### config.mk
export PLATFORM = sky130hd
export DESIGN_NAME = reciprocal_and_rsqrt_estimate
export DESIGN_NICKNAME = d
export VERILOG_FILES = /design/src/hw/rtl/rre_pkg.sv /design/src/hw/rtl/rre_decode.sv /design/src/hw/rtl/rre_lookup.sv /design/src/hw/rtl/rre_interp.sv /design/src/hw/rtl/reciprocal_and_rsqrt_estimate.sv
export SDC_FILE = /design/constraint.sdc
export NUM_CORES = 1
export LEC_CHECK = 0
export BUFFER_PORTS_ARGS = -buffer_cell sky130_fd_sc_hd__buf_2
export CAP_MARGIN = 20
export CORE_ASPECT_RATIO = 0.8
export CORE_MARGIN = 3
export CORE_UTILIZATION = 45
export DETAILED_ROUTE_END_ITERATION = 7
export PLACE_DENSITY = 0.64
export SKIP_CTS_REPAIR_TIMING = 1
export SYNTH_ARGS = -nofsm -noshare
export SYNTH_HDL_FRONTEND = slang
export SYNTH_SLANG_ARGS = --single-unit
### constraint.sdc
create_clock -name clk_i -period 5 [get_ports clk_i]
set_input_delay 1.25 -clock clk_i [delete_from_list [all_inputs] [get_ports clk_i]]
set_output_delay 1.25 -clock clk_i [all_outputs]
set_load 0.05 [all_outputs]
### src/hw/rtl/rre_pkg.sv
package rre_pkg;

  typedef enum logic {
    OP_RCP = 1'b0,
    OP_RSQ = 1'b1
  } op_e;

  localparam logic [63:0] INF_BITS  = 64'h7FF0_0000_0000_0000;
  localparam logic [63:0] QNAN_MASK = 64'h0008_0000_0000_0000;
  localparam logic [63:0] DEF_NAN   = 64'h7FF8_0000_0000_0000;
  localparam logic [63:0] SGL_MAX   = 64'h47EF_FFFF_E000_0000;

  localparam logic [10:0] EXP_MAX      = 11'h7FF;
  localparam logic [10:0] RCP_EXP_LO   = 11'd895;
  localparam logic [10:0] RCP_EXP_HI   = 11'd1149;
  localparam logic [10:0] RCP_EXP_BIAS = 11'h7FD;
  localparam logic [11:0] RSQ_EXP_BIAS = 12'hBFC;

  localparam logic [25:0] RSQ_BASE [32] = '{
    26'h3ffa000, 26'h3c29000, 26'h38aa000, 26'h3572000,
    26'h3279000, 26'h2fb7000, 26'h2d26000, 26'h2ac0000,
    26'h2881000, 26'h2665000, 26'h2468000, 26'h2287000,
    26'h20c1000, 26'h1f12000, 26'h1d79000, 26'h1bf4000,
    26'h1a7e800, 26'h17cb800, 26'h1552800, 26'h130c000,
    26'h10f2000, 26'h0eff000, 26'h0d2e000, 26'h0b7c000,
    26'h09e5000, 26'h0867000, 26'h06ff000, 26'h05ab800,
    26'h046a000, 26'h0339800, 26'h0218800, 26'h0105800
  };

  localparam logic [10:0] RSQ_SLOPE [32] = '{
    11'h7a4, 11'h700, 11'h670, 11'h5f2, 11'h584, 11'h524, 11'h4cc, 11'h47e,
    11'h43a, 11'h3fa, 11'h3c2, 11'h38e, 11'h35e, 11'h332, 11'h30a, 11'h2e6,
    11'h568, 11'h4f3, 11'h48d, 11'h435, 11'h3e7, 11'h3a2, 11'h365, 11'h32e,
    11'h2fc, 11'h2d0, 11'h2a8, 11'h283, 11'h261, 11'h243, 11'h226, 11'h20b
  };

  localparam logic [25:0] RCP_BASE [32] = '{
    26'h07ff800, 26'h0783800, 26'h070ea00, 26'h06a0800,
    26'h0638800, 26'h05d6200, 26'h0579000, 26'h0520800,
    26'h04cc800, 26'h047ca00, 26'h0430800, 26'h03e8000,
    26'h03a2c00, 26'h0360800, 26'h0321400, 26'h02e4a00,
    26'h02aa800, 26'h0272c00, 26'h023d600, 26'h0209e00,
    26'h01d8800, 26'h01a9000, 26'h017ae00, 26'h014f800,
    26'h0124400, 26'h00fbe00, 26'h00d3800, 26'h00ade00,
    26'h0088400, 26'h0065000, 26'h0041c00, 26'h0020c00
  };

  localparam logic [10:0] RCP_SLOPE [32] = '{
    11'h3e1, 11'h3a7, 11'h371, 11'h340, 11'h313, 11'h2ea, 11'h2c4, 11'h2a0,
    11'h27f, 11'h261, 11'h245, 11'h22a, 11'h212, 11'h1fb, 11'h1e5, 11'h1d1,
    11'h1be, 11'h1ac, 11'h19b, 11'h18b, 11'h17c, 11'h16e, 11'h15b, 11'h15b,
    11'h143, 11'h143, 11'h12d, 11'h12d, 11'h11a, 11'h11a, 11'h108, 11'h106
  };

  // decode -> lookup
  typedef struct packed {
    op_e         op;
    logic        sign;
    logic        special;
    logic [63:0] spec_res;
    logic [10:0] exp;
    logic [51:0] frac;
    logic [5:0]  lzc;
  } dec_t;

  // lookup -> interpolate
  typedef struct packed {
    op_e         op;
    logic        sign;
    logic        special;
    logic [63:0] spec_res;
    logic [10:0] new_exp;
    logic [25:0] base;
    logic [10:0] slope;
    logic [10:0] pos;
  } lkp_t;

endpackage

### src/hw/rtl/rre_decode.sv
module rre_decode (
  input  logic          clk_i,
  input  logic          rst_ni,
  input  logic          valid_i,
  input  rre_pkg::op_e  opcode_i,
  input  logic [63:0]   operand_i,
  output logic          valid_o,
  output rre_pkg::dec_t stage_o
);
  import rre_pkg::*;

  logic        sign;
  logic [10:0] exp;
  logic [51:0] frac;
  logic        is_zero;
  logic        is_max;
  logic        special;
  logic [63:0] spec_res;
  logic [5:0]  lzc;
  logic        found;
  logic        valid_q;
  dec_t        stage_d, stage_q;

  assign sign    = operand_i[63];
  assign exp     = operand_i[62:52];
  assign frac    = operand_i[51:0];
  assign is_zero = (exp == '0) && (frac == '0);
  assign is_max  = (exp == EXP_MAX);

  // resolve special operands before any table work
  always_comb begin
    special  = 1'b1;
    spec_res = '0;
    if (opcode_i == OP_RCP) begin
      priority if (is_zero) begin
        spec_res = {sign, 63'b0} | INF_BITS;
      end else if (is_max) begin
        spec_res = (frac == '0) ? {sign, 63'b0} : (operand_i | QNAN_MASK);
      end else if (exp < RCP_EXP_LO) begin
        spec_res = {sign, 63'b0} | SGL_MAX;
      end else if (exp >= RCP_EXP_HI) begin
        spec_res = {sign, 63'b0};
      end else begin
        special = 1'b0;
      end
    end else begin
      priority if (is_zero) begin
        spec_res = {sign, 63'b0} | INF_BITS;
      end else if (is_max) begin
        if (frac == '0) begin
          spec_res = sign ? DEF_NAN : '0;
        end else begin
          spec_res = operand_i | QNAN_MASK;
        end
      end else if (sign) begin
        spec_res = DEF_NAN;
      end else begin
        special = 1'b0;
      end
    end
  end

  // leading zeros of the fraction, used to normalize denormals
  always_comb begin
    lzc   = '0;
    found = 1'b0;
    for (int i = 51; i >= 0; i--) begin
      if (!found && frac[i]) begin
        lzc   = 6'(51 - i);
        found = 1'b1;
      end
    end
  end

  always_comb begin
    stage_d.op       = opcode_i;
    stage_d.sign     = sign;
    stage_d.special  = special;
    stage_d.spec_res = spec_res;
    stage_d.exp      = exp;
    stage_d.frac     = frac;
    stage_d.lzc      = lzc;
  end

  always_ff @(posedge clk_i or negedge rst_ni) begin
    if (!rst_ni) begin
      valid_q <= 1'b0;
    end else begin
      valid_q <= valid_i;
    end
  end

  always_ff @(posedge clk_i) begin
    if (valid_i) begin
      stage_q <= stage_d;
    end
  end

  assign valid_o = valid_q;
  assign stage_o = stage_q;

endmodule

### src/hw/rtl/rre_lookup.sv
module rre_lookup (
  input  logic          clk_i,
  input  logic          rst_ni,
  input  logic          valid_i,
  input  rre_pkg::dec_t stage_i,
  output logic          valid_o,
  output rre_pkg::lkp_t stage_o
);
  import rre_pkg::*;

  logic        denorm;
  logic [5:0]  shift;
  logic [51:0] norm_frac;
  logic [14:0] f;
  logic [11:0] rsq_t;
  logic [4:0]  idx;
  logic        valid_q;
  lkp_t        stage_d, stage_q;

  assign denorm    = (stage_i.exp == '0);
  assign shift     = stage_i.lzc + 6'd1;
  assign norm_frac = stage_i.frac << shift;
  assign f         = denorm ? norm_frac[51:37] : stage_i.frac[51:37];

  // 0xBFC minus the effective exponent; its low bit carries the exponent parity
  assign rsq_t = denorm ? (RSQ_EXP_BIAS - 12'd1 + {6'b0, shift})
                        : (RSQ_EXP_BIAS - {1'b0, stage_i.exp});

  always_comb begin
    stage_d.op       = stage_i.op;
    stage_d.sign     = stage_i.sign;
    stage_d.special  = stage_i.special;
    stage_d.spec_res = stage_i.spec_res;
    unique case (stage_i.op)
      OP_RSQ: begin
        idx             = {~rsq_t[0], f[14:11]};
        stage_d.new_exp = rsq_t[11:1];
        stage_d.base    = RSQ_BASE[idx];
        stage_d.slope   = RSQ_SLOPE[idx];
        stage_d.pos     = f[10:0];
      end
      default: begin
        idx             = f[14:10];
        stage_d.new_exp = RCP_EXP_BIAS - stage_i.exp;
        stage_d.base    = RCP_BASE[idx];
        stage_d.slope   = RCP_SLOPE[idx];
        stage_d.pos     = {1'b0, f[9:0]};
      end
    endcase
  end

  always_ff @(posedge clk_i or negedge rst_ni) begin
    if (!rst_ni) begin
      valid_q <= 1'b0;
    end else begin
      valid_q <= valid_i;
    end
  end

  always_ff @(posedge clk_i) begin
    if (valid_i) begin
      stage_q <= stage_d;
    end
  end

  assign valid_o = valid_q;
  assign stage_o = stage_q;

endmodule

### src/hw/rtl/rre_interp.sv
module rre_interp (
  input  logic          clk_i,
  input  logic          rst_ni,
  input  logic          valid_i,
  input  rre_pkg::lkp_t stage_i,
  output logic          valid_o,
  output logic [63:0]   result_o
);
  import rre_pkg::*;

  // multiply stage
  logic        mul_valid_q;
  op_e         mul_op_q;
  logic        mul_sign_q;
  logic        mul_special_q;
  logic [63:0] mul_spec_q;
  logic [10:0] mul_exp_q;
  logic [25:0] mul_base_q;
  logic [21:0] prod_d, prod_q;

  // assemble stage
  logic [22:0] rcp_adj;
  logic [21:0] sub;
  logic [26:0] diff;
  logic        borrow;
  logic [25:0] m;
  logic [63:0] result_d, result_q;
  logic        out_valid_q;

  assign prod_d = stage_i.slope * stage_i.pos;

  always_ff @(posedge clk_i or negedge rst_ni) begin
    if (!rst_ni) begin
      mul_valid_q <= 1'b0;
      out_valid_q <= 1'b0;
    end else begin
      mul_valid_q <= valid_i;
      out_valid_q <= mul_valid_q;
    end
  end

  always_ff @(posedge clk_i) begin
    if (valid_i) begin
      mul_op_q      <= stage_i.op;
      mul_sign_q    <= stage_i.sign;
      mul_special_q <= stage_i.special;
      mul_spec_q    <= stage_i.spec_res;
      mul_exp_q     <= stage_i.new_exp;
      mul_base_q    <= stage_i.base;
      prod_q        <= prod_d;
    end
  end

  // reciprocal rounds half the product up
  assign rcp_adj = ({1'b0, prod_q} + 23'd1) >> 1;
  assign sub     = (mul_op_q == OP_RSQ) ? prod_q : rcp_adj[21:0];
  assign diff    = {1'b0, mul_base_q} - {5'b0, sub};
  assign borrow  = diff[26];
  assign m       = diff[25:0];

  always_comb begin
    if (mul_special_q) begin
      result_d = mul_spec_q;
    end else if (mul_op_q == OP_RSQ) begin
      // a negative mantissa sign-extends over the sign and exponent bits
      result_d = {{12{borrow}} | {1'b0, mul_exp_q}, m, 26'b0};
    end else begin
      result_d = {mul_sign_q, mul_exp_q, m[22:0], 29'b0};
    end
  end

  always_ff @(posedge clk_i) begin
    if (mul_valid_q) begin
      result_q <= result_d;
    end
  end

  assign valid_o  = out_valid_q;
  assign result_o = result_q;

endmodule

### src/hw/rtl/reciprocal_and_rsqrt_estimate.sv
// valid_o is the start transfer registered through the decode, lookup, multiply and assemble valid bits.
// Throughput: one operation per cycle; busy stays low, so start is taken every cycle.
// Stages: decode and leading-zero count, normalize and table lookup, multiply, assemble.
// Each result shows for exactly one cycle with valid_o; the receiver cannot stall.
// Reset (rst_ni low, asynchronous) clears all valid bits; payload registers keep no reset.
module reciprocal_and_rsqrt_estimate (
  input  logic        clk_i,
  input  logic        rst_ni,
  input  logic        start,
  output logic        busy,
  input  logic        opcode_i,
  input  logic [63:0] operand_i,
  output logic        valid_o,
  output logic [63:0] result_o
);
  import rre_pkg::*;

  logic accept;
  op_e  opcode;
  logic dec_valid;
  dec_t dec_stage;
  logic lkp_valid;
  lkp_t lkp_stage;

  assign busy   = 1'b0;
  assign accept = start && !busy;
  assign opcode = op_e'(opcode_i);

  rre_decode u_decode (
    .clk_i     (clk_i),
    .rst_ni    (rst_ni),
    .valid_i   (accept),
    .opcode_i  (opcode),
    .operand_i (operand_i),
    .valid_o   (dec_valid),
    .stage_o   (dec_stage)
  );

  rre_lookup u_lookup (
    .clk_i   (clk_i),
    .rst_ni  (rst_ni),
    .valid_i (dec_valid),
    .stage_i (dec_stage),
    .valid_o (lkp_valid),
    .stage_o (lkp_stage)
  );

  rre_interp u_interp (
    .clk_i    (clk_i),
    .rst_ni   (rst_ni),
    .valid_i  (lkp_valid),
    .stage_i  (lkp_stage),
    .valid_o  (valid_o),
    .result_o (result_o)
  );

  a_strobe_follows_start: assert property (@(posedge clk_i) disable iff (!rst_ni)
    valid_o |-> $past(start, 4))
    else $error("result strobe without a start four cycles earlier");

  // only an all-ones exponent field may carry a set sign here
  a_rsq_positive_sign: assert property (@(posedge clk_i) disable iff (!rst_ni)
    valid_o && $past(opcode_i, 4) && !$past(operand_i[63], 4)
    |-> !result_o[63] || (result_o[62:52] == EXP_MAX))
    else $error("rsqrt estimate of a positive operand has sign set");

  a_rcp_exponent: assert property (@(posedge clk_i) disable iff (!rst_ni)
    valid_o && !$past(opcode_i, 4)
      && ($past(operand_i[62:52], 4) >= RCP_EXP_LO)
      && ($past(operand_i[62:52], 4) < RCP_EXP_HI)
    |-> result_o[62:52] == RCP_EXP_BIAS - $past(operand_i[62:52], 4))
    else $error("reciprocal estimate exponent mismatch");

endmodule
==> results.sh <==
export IMPL_grt_first_pass_wirelength_mm=118
export IMPL_max_slew_worst_pin_slew_ns=1.10
export IMPL_p_leak_nw=12.1
export IMPL_antenna_diode_count=0
export IMPL_layout_area_overhead_vs_synth_pct=15.7
export IMPL_h_tree_levels=2
export IMPL_timing_rr_end="u_interp.prod_q[21]"
export IMPL_detail_route_wirelength_met1_mm=35.6
export IMPL_ios=134
export IMPL_power_density_nw_per_um2=547
export IMPL_drt_first_iter_violations=2264
export IMPL_clock_sinks=438
export IMPL_design_core_area_um2=57300
export IMPL_via_count=19783
export IMPL_internal_power_w=0.0106
export IMPL_floorplan_die_area_um2=61500
export IMPL_dpl_instance_area_um2=28700
export IMPL_antenna_violating_nets_post_route=0
export IMPL_fillCellCount=4969
export IMPL_gp_congestion=0.975
export IMPL_final_period_minus_worst_setup_slack_ns=5.14
export IMPL_place_ws_ns=-0.303
export IMPL_post_drt_via_cell_ratio=5.84
export IMPL_timing_final_max_slew_violations=0
export IMPL_worstSetupPathType="register to register"
export IMPL_worstReg2RegStart="u_lookup.stage_o[18]"
export IMPL_critPathMaxFanout=3
export IMPL_clk_latency_ns=0.60
export IMPL_dp_final_hpwl_mm=57.9
export IMPL_hp_class="register to register"
export IMPL_finalInstanceArea_um2=30500
export IMPL_min_path_cells=0
export IMPL_drt_pre_antenna_iters=5
export IMPL_tritoncts_clock_tree="done"
export IMPL_critical_path_cell_chain="buf_6 > and2_1 > fa_1 > inv_2 > fa_1 > fa_1 > inv_1 > fa_1 > fa_1 > ha_4 > and3_1 > a21oi_2 > o21ai_2 > o41a_1 > a41o_1 > o41ai_2 > xnor2_1"
export IMPL_path_common_cell="sky130_fd_sc_hd__fa_1"
export IMPL_finalCritPeriodShare_pct=103
export IMPL_grt_setup_unrepaired="true"
export IMPL_seq_power_share_pct=30.0
export IMPL_wl_per_cell_um=22.7
export IMPL_status="finished, violations left"
export IMPL_violations="negative setup slack"
export IMPL_crit_buf_inv=3
export IMPL_initial_utilization_pct=46.0
export IMPL_yosys_warnings=0
export IMPL_hold_violations=0
export IMPL_die_h_um=222
export IMPL_layout_nets=2838
export IMPL_setup_viol=4
export IMPL_post_synth_inst_count=2379
export IMPL_area_occupied_by_multi_input_gates_um2=12300
export IMPL_grt_usage_pct=24.5
export IMPL_met3RoutedLength_mm=6.97
export IMPL_synth_distinct_cells=98
export IMPL_final_util_pct=53.2
export IMPL_cts_bufs_inserted=45
export IMPL_p_clk_share_pct=20.5
export IMPL_worst_max_slew_margin_expressed_relative_to_the_limit_pct=26.4
export IMPL_syn_nets=2623
export IMPL_p_total_w=0.0167
export IMPL_worstSetupPathDepth=17
export IMPL_setup_worst_path_end_class="register"
export IMPL_terminating_pin_of_the_worst_hold_path="u_interp.mul_base_q[20]"
export IMPL_power_share_combinational_pct=49.6
export IMPL_dominantRegCellSynth="sky130_fd_sc_hd__edfxtp_1"
export IMPL_worstPathArrival_ns=5.48
export IMPL_finalSetupTns_ns=-0.254
export IMPL_ffs_latches_synth=438
export IMPL_hold_path_startpoint="u_lookup.stage_o[42]"
export IMPL_cap_violations=0
export IMPL_syn_area_um2=26400
export IMPL_met2_length_mm=32.9
export IMPL_setup_ws_post_layout_ns=-0.140
export IMPL_area_used_by_sequential_logic_in_the_layout_um2=13100
export IMPL_cpLargestDelayFamily="adder cells"
export IMPL_final_setup_skew_ns=0.0402
export IMPL_total_wire_length_mm=76.7
export IMPL_total_switching_power_w=0.00611
export IMPL_setup_reg_to_reg_worst_slack_ns=-0.14
export IMPL_share_of_final_layout_standard_cells_stronger_than_drive_strength_1_pct=18.8
export IMPL_max_vdd_ir_drop_mv=0.784
export IMPL_master_cell_of_the_clock_root_buffer="sky130_fd_sc_hd__clkbuf_16"
export IMPL_synth_edf_count=434
export IMPL_sw_frac_of_total_pct=36.6
export IMPL_cts_max_path_buffers=3
export IMPL_achievable_frequency_mhz=195
export IMPL_drt_drc_violations_left=0
export IMPL_grt_ovf=0
export IMPL_cp_start_kind="register"
export IMPL_core_rowCount=78
export IMPL_vias_in_the_first_global_route=19244
export IMPL_top_layer_used="met4"
export IMPL_register_area_share_after_synthesis_pct=49.8
export IMPL_slowest_stage_cell_crit_path="sky130_fd_sc_hd__fa_1"
export IMPL_required_ns=5.34
export IMPL_die_width_um=277
export IMPL_placement_io_buffers=132
export IMPL_grt_antenna_before_repair=0
export IMPL_timing_critical_path_slowest_cell_delay_ns=0.57
export IMPL_synth_async_reset_ratio_pct=0.913
export IMPL_syn_avg_cell_area_um2=11.1
export IMPL_worst_setup_hold_path_clk_slew_ns=0.06
export IMPL_worst_case_reg_to_reg_path_depth=17
export IMPL_pin_count_of_the_biggest_net_entering_global_routing=112
[worst max path at each step]
stage | to | slack, ns | startpoint
final | u_interp.prod_q[21] | -0.14 | u_lookup.stage_o[18]
after global routing | u_interp.prod_q[21] | -0.32 | u_lookup.stage_o[6]
after CTS | u_interp.prod_q[21] | -0.28 | u_lookup.stage_o[5]
after detailed placement | u_interp.prod_q[21] | -0.30 | u_lookup.stage_o[5]
after global placement | u_interp.prod_q[21] | -0.17 | u_lookup.stage_o[2]
after floorplan | u_interp.prod_q[21] | 0.001 | u_lookup.stage_o[18]
[power by group through the flow]
stage / clock (W) / combinational, W / sequential, W
final: 0.00342 / 0.00827 / 0.00500
after global routing: 0.00364 / 0.00920 / 0.00504
after CTS: 0.00349 / 0.00733 / 0.00500
after detailed placement: 0 / 0.00728 / 0.00508
after global placement: 0 / 0.00719 / 0.00506
after floorplan: 0 / 0.00492 / 0.00510
[per-stage QoR]
step / cells / hold WS (ns)
CTS: 3371 / 0.383
global placement: 3292 / 0.401
detailed placement: 3292 / 0.405
finish: 3386 / 0.387
floorplan: 2379 / 0.400
global route: 3386 / 0.395
[layout by cell type, fill, tap and decap left out, drive strengths merged, types with 14 or more instances in the layout]
| cell type | instances |
|---|---|
| mux2i | 75 |
| nor3 | 40 |
| or3 | 18 |
| o21ai | 111 |
| mux2 | 26 |
| nor4 | 16 |
| a211oi | 24 |
| a21oi | 116 |
| nand2 | 290 |
| and2 | 99 |
| edfxtp | 434 |
| a21o | 14 |
| and3 | 33 |
| nand3 | 56 |
| mux4 | 27 |
| o211ai | 22 |
| o221ai | 15 |
| ha | 96 |
| xnor2 | 53 |
| inv | 134 |
| fa | 80 |
| buf | 309 |
| xor2 | 18 |
| nor2 | 222 |
| a31oi | 25 |
| clkbuf | 54 |
[cell families after synthesis]
family | after synthesis | share of synthesized area [%]
other | 1 | 0.0142
adders and majority gates | 176 | 10.6
muxes | 128 | 6.27
DFF | 438 | 49.8
AOI/OAI and AO/OA | 453 | 11.2
buffers and inverters | 272 | 4.44
and+or+nand+nor | 840 | 15.1
xor gates and xnor gates | 71 | 2.46
[metal layers]
layer | vias to the layer above | GRT usage [%]
met2 | 894 | 36.5
li1 | 9059 | -
met5 | - | 0
met1 | 9718 | 37.5
met3 | 112 | 4.87
met4 | 0 | 4.72
[registers in the layout (all words and copies together), names as in the netlist]
register                flops
u_interp.result_o          64
u_interp.mul_special_q      1
u_decode.valid_o            1
u_lookup.valid_o            1
u_interp.mul_sign_q         1
u_interp.mul_exp_q         11
u_interp.mul_base_q        17
u_lookup.stage_o          117
u_interp.prod_q            22
u_interp.mul_op_q           1
u_decode.stage_o          136
u_interp.valid_o            1
u_interp.mul_spec_q        64
u_interp.mul_valid_q        1
[Yosys cell counts (27+ instances only)]
library cell,n,area (um^2)
sky130_fd_sc_hd__buf_2,35,175
sky130_fd_sc_hd__ha_1,96,1200
sky130_fd_sc_hd__nor2_1,218,818
sky130_fd_sc_hd__and2_1,97,607
sky130_fd_sc_hd__and3_1,33,206
sky130_fd_sc_hd__mux2i_1,75,751
sky130_fd_sc_hd__o21ai_0,95,475
sky130_fd_sc_hd__mux4_2,27,608
sky130_fd_sc_hd__xnor2_1,52,455
sky130_fd_sc_hd__nand3_1,56,280
sky130_fd_sc_hd__clkbuf_1,78,293
sky130_fd_sc_hd__nand2_1,287,1080
sky130_fd_sc_hd__nor3_1,40,200
sky130_fd_sc_hd__inv_1,128,480
sky130_fd_sc_hd__fa_1,80,1600
sky130_fd_sc_hd__edfxtp_1,434,13000
sky130_fd_sc_hd__a21oi_1,116,581
[layout make-up]
class                           count  area share (%)
Clock inverter                     25            1.17
Multi-Input combinational cell   1669            40.3
Tap cell                          760            3.12
Inverter                          131            1.61
Clock buffer                       54            3.80
Sequential cell                   438            43.1
Timing Repair Buffer              309            6.87
(Power assumes the default switching activity.)
